==> src/lba_pkg.sv <==
// Shared types and constants for the lamp brightness animator.
// Holds the event and lamp state structs, the op and mode codes, and the step sizes.
// No dependencies.
`default_nettype none

package lba_pkg;

  // Event op codes
  typedef enum logic [2:0] {
    OP_TICK       = 3'd0,
    OP_SET_LEVEL  = 3'd1,
    OP_SET_MODE   = 3'd2,
    OP_SET_DIR    = 3'd3,
    OP_TOGGLE_DIR = 3'd4
  } op_t;

  // Animation modes
  typedef enum logic [2:0] {
    MODE_STABLE  = 3'd0,
    MODE_TINY    = 3'd1,
    MODE_SMALL   = 3'd2,
    MODE_LARGE   = 3'd3,
    MODE_HUGE    = 3'd4,
    MODE_FLICKER = 3'd5,
    MODE_PULSE   = 3'd6,
    MODE_RIPPLE  = 3'd7
  } mode_t;

  // Fine step sizes in 1/16 level units
  localparam logic [8:0] STEP_TINY  = 9'd1;
  localparam logic [8:0] STEP_SMALL = 9'd2;
  localparam logic [8:0] STEP_LARGE = 9'd32;
  localparam logic [8:0] STEP_HUGE  = 9'd256;

  localparam logic [7:0] LEVEL_FULL  = 8'd255;
  localparam logic [7:0] LEVEL_ZERO  = 8'd0;
  localparam logic [7:0] RIPPLE_BAND = 8'd64;

  // Lamp state: 8-bit level plus 4 fraction bits, mode and direction
  typedef struct packed {
    logic [11:0] fine;
    mode_t       mode;
    logic        dim;
  } lamp_state_t;

  // One event as captured from the input channel
  typedef struct packed {
    op_t        op;
    logic [7:0] level;
    mode_t      mode;
    logic       dir;
    logic [7:0] floor_lvl;
    logic [7:0] ceil_lvl;
  } event_t;

endpackage

`default_nettype wire

==> src/lba_core.sv <==
// Next-state logic of the lamp animator: applies one event to the lamp state.
// Purely combinational; uses lba_pkg for the event and state types.
`default_nettype none

module lba_core (
  input  lba_pkg::lamp_state_t state_i,
  input  lba_pkg::event_t      event_i,
  input  logic [7:0]           ref_level,
  output lba_pkg::lamp_state_t state_o
);

  // Move the fine value one step and clamp to the floor or ceiling level.
  function automatic logic [11:0] step_fine(input logic [11:0] fine, input logic dim,
                                            input logic [8:0] size, input logic [7:0] lo,
                                            input logic [7:0] hi);
    logic [12:0] sum;
    logic [12:0] diff;
    logic [11:0] res;
    sum  = {1'b0, fine} + {4'b0, size};
    diff = {1'b0, fine} - {4'b0, size};
    if (dim) begin
      // A borrow means the value went below zero, which is below any floor.
      if (diff[12] || (diff[11:0] < {lo, 4'b0})) begin
        res = {lo, 4'b0};
      end else begin
        res = diff[11:0];
      end
    end else begin
      if (sum > {1'b0, hi, 4'b0}) begin
        res = {hi, 4'b0};
      end else begin
        res = sum[11:0];
      end
    end
    return res;
  endfunction

  localparam logic [7:0] RIPPLE_BAND_W = lba_pkg::RIPPLE_BAND;

  logic [7:0]  level;
  logic [15:0] flick_w0;
  logic [15:0] flick_w1;
  logic [15:0] flick_w2;
  logic [8:0]  ripple_hi;
  logic        ripple_up_turn;
  logic        ripple_down_turn;
  logic        ripple_dim;

  assign level = state_i.fine[11:4];

  // Flicker scrambles the level with an xorshift over the whole state word.
  assign flick_w0 = {state_i.dim, state_i.mode, state_i.fine};
  assign flick_w1 = flick_w0 ^ {flick_w0[10:0], 5'b0};
  assign flick_w2 = flick_w1 ^ {7'b0, flick_w1[15:7]};

  // Ripple turns around when it leaves the band around the reference level.
  assign ripple_hi        = {1'b0, ref_level} + {1'b0, RIPPLE_BAND_W};
  assign ripple_up_turn   = ({1'b0, level} > ripple_hi) && !state_i.dim;
  assign ripple_dim       = state_i.dim ^ ripple_up_turn;
  assign ripple_down_turn = (ref_level >= lba_pkg::RIPPLE_BAND)
                            && (level < (ref_level - lba_pkg::RIPPLE_BAND)) && ripple_dim;

  // Event decode and tick animation
  always_comb begin
    state_o = state_i;
    unique case (event_i.op)
      lba_pkg::OP_TICK: begin
        unique case (state_i.mode)
          lba_pkg::MODE_STABLE: ;
          lba_pkg::MODE_TINY:
            state_o.fine = step_fine(state_i.fine, state_i.dim, lba_pkg::STEP_TINY,
                                     event_i.floor_lvl, event_i.ceil_lvl);
          lba_pkg::MODE_SMALL:
            state_o.fine = step_fine(state_i.fine, state_i.dim, lba_pkg::STEP_SMALL,
                                     event_i.floor_lvl, event_i.ceil_lvl);
          lba_pkg::MODE_LARGE:
            state_o.fine = step_fine(state_i.fine, state_i.dim, lba_pkg::STEP_LARGE,
                                     event_i.floor_lvl, event_i.ceil_lvl);
          lba_pkg::MODE_HUGE:
            state_o.fine = step_fine(state_i.fine, state_i.dim, lba_pkg::STEP_HUGE,
                                     event_i.floor_lvl, event_i.ceil_lvl);
          lba_pkg::MODE_FLICKER:
            state_o.fine = {flick_w2[11:4], state_i.fine[3:0]};
          lba_pkg::MODE_PULSE: begin
            if (level == lba_pkg::LEVEL_ZERO) begin
              state_o.fine = {ref_level, 4'b0};
              state_o.mode = lba_pkg::MODE_STABLE;
            end else if (level == lba_pkg::LEVEL_FULL) begin
              state_o.fine = {lba_pkg::LEVEL_ZERO, 4'b0};
            end else begin
              state_o.fine = {lba_pkg::LEVEL_FULL, 4'b0};
            end
          end
          lba_pkg::MODE_RIPPLE: begin
            state_o.dim  = ripple_dim ^ ripple_down_turn;
            state_o.fine = step_fine(state_i.fine, ripple_dim ^ ripple_down_turn,
                                     lba_pkg::STEP_LARGE, lba_pkg::LEVEL_ZERO,
                                     lba_pkg::LEVEL_FULL);
          end
          default: ;
        endcase
      end
      lba_pkg::OP_SET_LEVEL:  state_o.fine = {event_i.level, 4'b0};
      lba_pkg::OP_SET_MODE:   state_o.mode = event_i.mode;
      lba_pkg::OP_SET_DIR:    state_o.dim  = event_i.dir;
      lba_pkg::OP_TOGGLE_DIR: state_o.dim  = ~state_i.dim;
      // Unused op codes leave the state as it is.
      default: ;
    endcase
  end

endmodule

`default_nettype wire

==> src/led_brightness_animator.sv <==
// Top level of the lamp brightness animator: input register, lamp state register
// that doubles as the result register, and the reference level register.
// Depends on lba_pkg and lba_core.
//
//   channel  direction  handshake             payload
//   in_      input      in_valid / in_stall   op, level, mode, direction, floor, ceil
//   out_     output     out_valid / out_stall brightness, mode, dimming
//   cfg_     input      cfg_wr_en             reference level (8 bits)
//
// One event per cycle sustained while the result is not stalled.
// The input register feeds lba_core, whose next state is loaded into the lamp
// state register that also drives the result ports.
// Reset clears the lamp state, the reference level and both valid flags.
// A stalled result holds the event in the input register; in_stall rises only then.
`default_nettype none

module led_brightness_animator (
  input  logic       clk,
  input  logic       rst_n,
  input  logic       in_valid,
  output logic       in_stall,
  input  logic [2:0] in_op,
  input  logic [7:0] in_level_value,
  input  logic [2:0] in_mode_value,
  input  logic       in_direction_value,
  input  logic [7:0] in_floor_level,
  input  logic [7:0] in_ceil_level,
  output logic       out_valid,
  input  logic       out_stall,
  output logic [7:0] out_brightness,
  output logic [2:0] out_mode,
  output logic       out_dimming,
  input  logic       cfg_wr_en,
  input  logic [7:0] cfg_wr_data
);

  logic                 ev_valid_r;
  lba_pkg::event_t      ev_r;
  lba_pkg::lamp_state_t state_r;
  lba_pkg::lamp_state_t state_nxt;
  logic                 out_valid_r;
  logic [7:0]           ref_level_r;
  logic                 ev_adv;
  logic                 in_take;

  // An event moves into the state register when the result slot is free.
  assign ev_adv   = ev_valid_r && (!out_valid_r || !out_stall);
  assign in_stall = ev_valid_r && !ev_adv;
  assign in_take  = in_valid && !in_stall;

  // Input register
  always_ff @(posedge clk) begin
    if (!rst_n) begin
      ev_valid_r <= 1'b0;
    end else begin
      if (in_take) begin
        ev_valid_r <= 1'b1;
      end else if (ev_adv) begin
        ev_valid_r <= 1'b0;
      end
    end
    if (in_take) begin
      ev_r.op        <= lba_pkg::op_t'(in_op);
      ev_r.level     <= in_level_value;
      ev_r.mode      <= lba_pkg::mode_t'(in_mode_value);
      ev_r.dir       <= in_direction_value;
      ev_r.floor_lvl <= in_floor_level;
      ev_r.ceil_lvl  <= in_ceil_level;
    end
  end

  // Next-state logic
  lba_core u_core (
    .state_i   (state_r),
    .event_i   (ev_r),
    .ref_level (ref_level_r),
    .state_o   (state_nxt)
  );

  // Lamp state and result valid
  always_ff @(posedge clk) begin
    if (!rst_n) begin
      state_r     <= '0;
      out_valid_r <= 1'b0;
    end else begin
      if (ev_adv) begin
        state_r     <= state_nxt;
        out_valid_r <= 1'b1;
      end else if (!out_stall) begin
        out_valid_r <= 1'b0;
      end
    end
  end

  // Reference level register
  always_ff @(posedge clk) begin
    if (!rst_n) begin
      ref_level_r <= '0;
    end else if (cfg_wr_en) begin
      ref_level_r <= cfg_wr_data;
    end
  end

  assign out_valid      = out_valid_r;
  assign out_brightness = state_r.fine[11:4];
  assign out_mode       = state_r.mode;
  assign out_dimming    = state_r.dim;

  // An event that advances always produces a result in the next cycle.
  a_adv_gives_result: assert property (@(posedge clk) disable iff (!rst_n)
    ev_adv |=> out_valid_r)
    else $error("advancing event produced no result");

  // The lamp state changes only when an event advances.
  a_state_hold: assert property (@(posedge clk) disable iff (!rst_n)
    !ev_adv |=> $stable(state_r))
    else $error("lamp state changed without an event");

  // A pulse tick at level zero always returns to stable mode.
  a_pulse_restore: assert property (@(posedge clk) disable iff (!rst_n)
    (ev_adv && (ev_r.op == lba_pkg::OP_TICK) && (state_r.mode == lba_pkg::MODE_PULSE)
     && (state_r.fine[11:4] == lba_pkg::LEVEL_ZERO))
    |=> (state_r.mode == lba_pkg::MODE_STABLE))
    else $error("pulse restore did not return to stable mode");

endmodule

`default_nettype wire
==> config.mk <==
export PLATFORM = sky130hd
export DESIGN_NAME = led_brightness_animator
export DESIGN_NICKNAME = d
export VERILOG_FILES = /design/src/lba_pkg.sv /design/src/lba_core.sv /design/src/led_brightness_animator.sv
export SDC_FILE = /design/constraint.sdc
export NUM_CORES = 1
export LEC_CHECK = 0
export BUFFER_PORTS_ARGS = -buffer_cell sky130_fd_sc_hd__buf_2
export CAP_MARGIN = 20
export CORE_AREA = 2 2 113 170
export DETAILED_ROUTE_END_ITERATION = 8
export DIE_AREA = 0 0 115 172
export PLACE_DENSITY = 0.6
export SLEW_MARGIN = 40
export SYNTH_ARGS = -nofsm -noshare
export SYNTH_HDL_FRONTEND = slang
export SYNTH_HIERARCHICAL = 1
export SYNTH_SLANG_ARGS = --single-unit
==> constraint.sdc <==
create_clock -name clk -period 7.4 [get_ports clk]
set_input_delay 1.48 -clock clk [delete_from_list [all_inputs] [get_ports clk]]
set_output_delay 1.48 -clock clk [all_outputs]
set_load 0.01 [all_outputs]
==> results.ini <==
[logic_synthesis]
avgSynthCellArea_um2=8.01
netlist_instances=898
postSynth.asyncResetShare_pct=0
synth_edf_count=31
yosys_warnings=6
synth_flop_cell=edfxtp_1
syn_nets=1023
netlist_area_mm2=0.00719
ys_ff_latch=57
ys_types=89
synth-seq-area-share_pct=20.2

[timing]
max_freq_ghz=0.177
worst_slack_ns=1.74
holdWs_ns=0.508
setup_viol=0
slew_headroom_pct=42.4
hold_violations=0
worst_pin_slew_ns=0.864
post-route-period-util_pct=76.5
rsz0062_at_grt=no
fin_tns_setup_ns=0
layout_min_cycle_time_ns=5.66
skew_ns=0.00755
slew_viol_final=0

[critical_path]
worstSetupEndpointType=flop
r2r_slack_ns=1.74
rr_startpoint=out_brightness[2]
slowest_delay_ns=0.64
path_buf_inv=2
r2r-end=out_brightness[5]
worst-r2r-cell-count=19
arrival_ns=5.87
critPathKind=reg -> reg
path_cells=buf_4, clkinv_1, ha_1, nor3b_1, nor3b_1, nand2_1, xnor2_1, ha_1, nand4_1, nor3_1, a211oi_2, a31oi_2, mux2i_1, nor2_1, or3_1, o311ai_1, o21ai_1, nand2_1, mux2i_1
critPathMaxFanout=13
crit_path_start_kind=flop
path_delay_family=simple AND/OR/NAND/NOR gates
cpMaxStageDelayCell=a31oi_2
worstPathRequired_ns=7.61

[layout]
fin_nets=1041
instances_no_fill=1141
antenna-diode-count=0
num-fill-cells=1901
fin_util_pct=42.8
area_delta_synth_final_pct=9.10
drive_gt1_share_pct=14.4

[cts]
htree_levels=3
cts_buffers=9
clk_latency_ns=0.34
clkSlewWorstSetupHoldPaths_ns=0.06
cts_tree=built
post-cts-setup-buffers=0
cts_hold_buf=0
cts_sinks=57
post_cts_resized=0
cts_root_buffer=clkbuf_16
clk_path_buf_depth=2

[place]
dp.cells=1125
dp.final_hpwl_mm=21.8
pre_cts_ws_ns=1.89
place.port_buffers=57
gp_congestion=1.02

[floorplanning]
dieArea_mm2=0.0198
fp.coreArea_mm2=0.0183
io_pins=58
die_y_um=172
rows=61
floorplan.initialDensity_pct=39.2
die_w_um=115

[pwr]
ir_worst_vdd_mv=0.135
p_leak_nw=3.21
powerDensity_mw_per_mm2=148

[worst_hold_path]
worstHoldStart=ev_valid_r
min_path_cells=2
hold_path_class=reg -> reg
holdPathEnd=out_valid

[grt]
grtUsageTotal_pct=28.9
overflow=0
grt_max_degree=43
grt_pass1_vias=7081
antenna_found_initial=0
grt_pass1_wl_mm=42.4

[run_status]
status=finished, final reports clean

[flow_run]
maxCapViolations=0

[detailed_routing]
drt-vias-per-instance=6.52
ant_nets=0
wire_per_inst_um=25.2
drc_errors=0
drt_iter0_drc=728
num_vias=7440
routed_wl_mm=28.8
first_pass_iters=5

power by group:
| group | switching [mW] | internal, mW | leakage [nW] |
|---|---|---|---|
| sequential | 0.0198 | 0.350 | 0.515 |
| combinational | 0.179 | 0.102 | 2.52 |
| clock | 0.173 | 0.333 | 0.172 |
| total | 0.372 | 0.786 | 3.21 |
synthesized netlist by cell type (17+ instances only):
| cell type | instances | share of area [%] |
|---|---|---|
| clkbuf_1 | 21 | 1.1 |
| ha_1 | 81 | 14 |
| o21ai_0 | 35 | 2.4 |
| xnor2_1 | 49 | 6.0 |
| dfxtp_1 | 26 | 7.2 |
| nor2_1 | 70 | 3.7 |
| nand4_1 | 17 | 1.5 |
| nand3_1 | 21 | 1.5 |
| nor3_1 | 19 | 1.3 |
| a21oi_1 | 57 | 4.0 |
| mux2i_1 | 37 | 5.2 |
| edfxtp_1 | 31 | 13 |
| inv_1 | 37 | 1.9 |
| nand2_1 | 104 | 5.4 |
cell type report:
class | count | area, um^2 | area share [%]
multi-input cells | 732 | 5180 | 66.0
flip-flops and latches | 57 | 1450 | 18.5
repair buffers | 73 | 425 | 5.42
well taps | 220 | 275 | 3.51
clock buffers | 9 | 225 | 2.87
inverters | 43 | 161 | 2.06
clock inverters | 7 | 128 | 1.63
layer usage:
layer / vias to the layer above / track usage [%] / part of all wire [%]
li1: 3323 / - / -
met1: 3526 / 33.0 / 37
met2: 447 / 48.8 / 48
met3: 144 / 2.73 / 6.8
met4: 0 / 22.9 / 8.7
met5: - / 0 / 0
kinds of logic after synthesis:
| kind of cell | share of synthesized area, % |
|---|---|
| AOI/OAI and AO/OA | 22.5 |
| and+or+nand+nor | 21.2 |
| adders and majority gates | 14.1 |
| DFF | 20.2 |
| muxes | 6.09 |
| xor gates and xnor gates | 7.80 |
| buffers and inverters | 8.08 |
how the worst max path moves through the flow:
stage / to / cells past startpoint / slack, ns / from
finish: out_brightness[5] / 19 / 1.74 / out_brightness[2]
CTS: out_brightness[5] / 19 / 1.87 / out_brightness[2]
global route: out_brightness[5] / 19 / 1.40 / out_brightness[2]
global placement: out_brightness[5] / 19 / 1.85 / out_brightness[2]
floorplan: out_brightness[7] / 18 / 3.24 / out_brightness[2]
detailed placement: out_brightness[5] / 19 / 1.89 / out_brightness[2]
layout by cell type, fill, tap and decap left out, types with 7 or more instances in the layout:
cell,Yosys,final
and2_1,7,7
nand2_1,104,104
nor3_1,19,19
o221ai_1,10,10
nor2_1,70,69
o211ai_1,16,16
mux2i_1,37,37
nand2b_1,7,7
inv_1,37,37
edfxtp_1,31,31
a22oi_1,9,9
xnor2_1,49,49
o22ai_1,11,11
nand3_1,21,21
clkbuf_16,0,9
buf_2,16,57
a211oi_1,11,11
o21ai_0,35,35
xor2_1,15,15
a21oi_1,57,57
ha_1,81,81
nor2b_1,13,12
dfxtp_1,26,26
nand4_1,17,17
buf_4,14,15
a31oi_1,9,9
o31ai_1,8,8
o21ai_1,7,7
flip-flops by register name, indices dropped and copies added (netlist names):
signal          cells
out_dimming         1
out_mode            3
state_r             4
ev_r               31
ev_valid_r          1
out_valid           1
ref_level_r         8
out_brightness      8
metrics by stage:
stage / total power, mW / instance area (um^2)
CTS: 1.16 / 7840
finish: 1.16 / 7840
floorplan: 0.564 / 7190
global placement: 0.646 / 7450
detailed placement: 0.649 / 7490
global route: 1.20 / 7840
worst reg2reg max path: cells and delay by family, from the launching register on:
family                   cells  cell delay (ns)
buffers and inverters        2             0.53
AO/OA/AOI/OAI                4             1.17
adder cells (fa/ha/maj)      2             0.64
multiplexers                 2             0.33
flip-flops                   1             0.47
XOR/XNOR                     1             0.18
AND/OR/NAND/NOR              8             2.20
No activity file was read; power rests on OpenSTA's default activity.
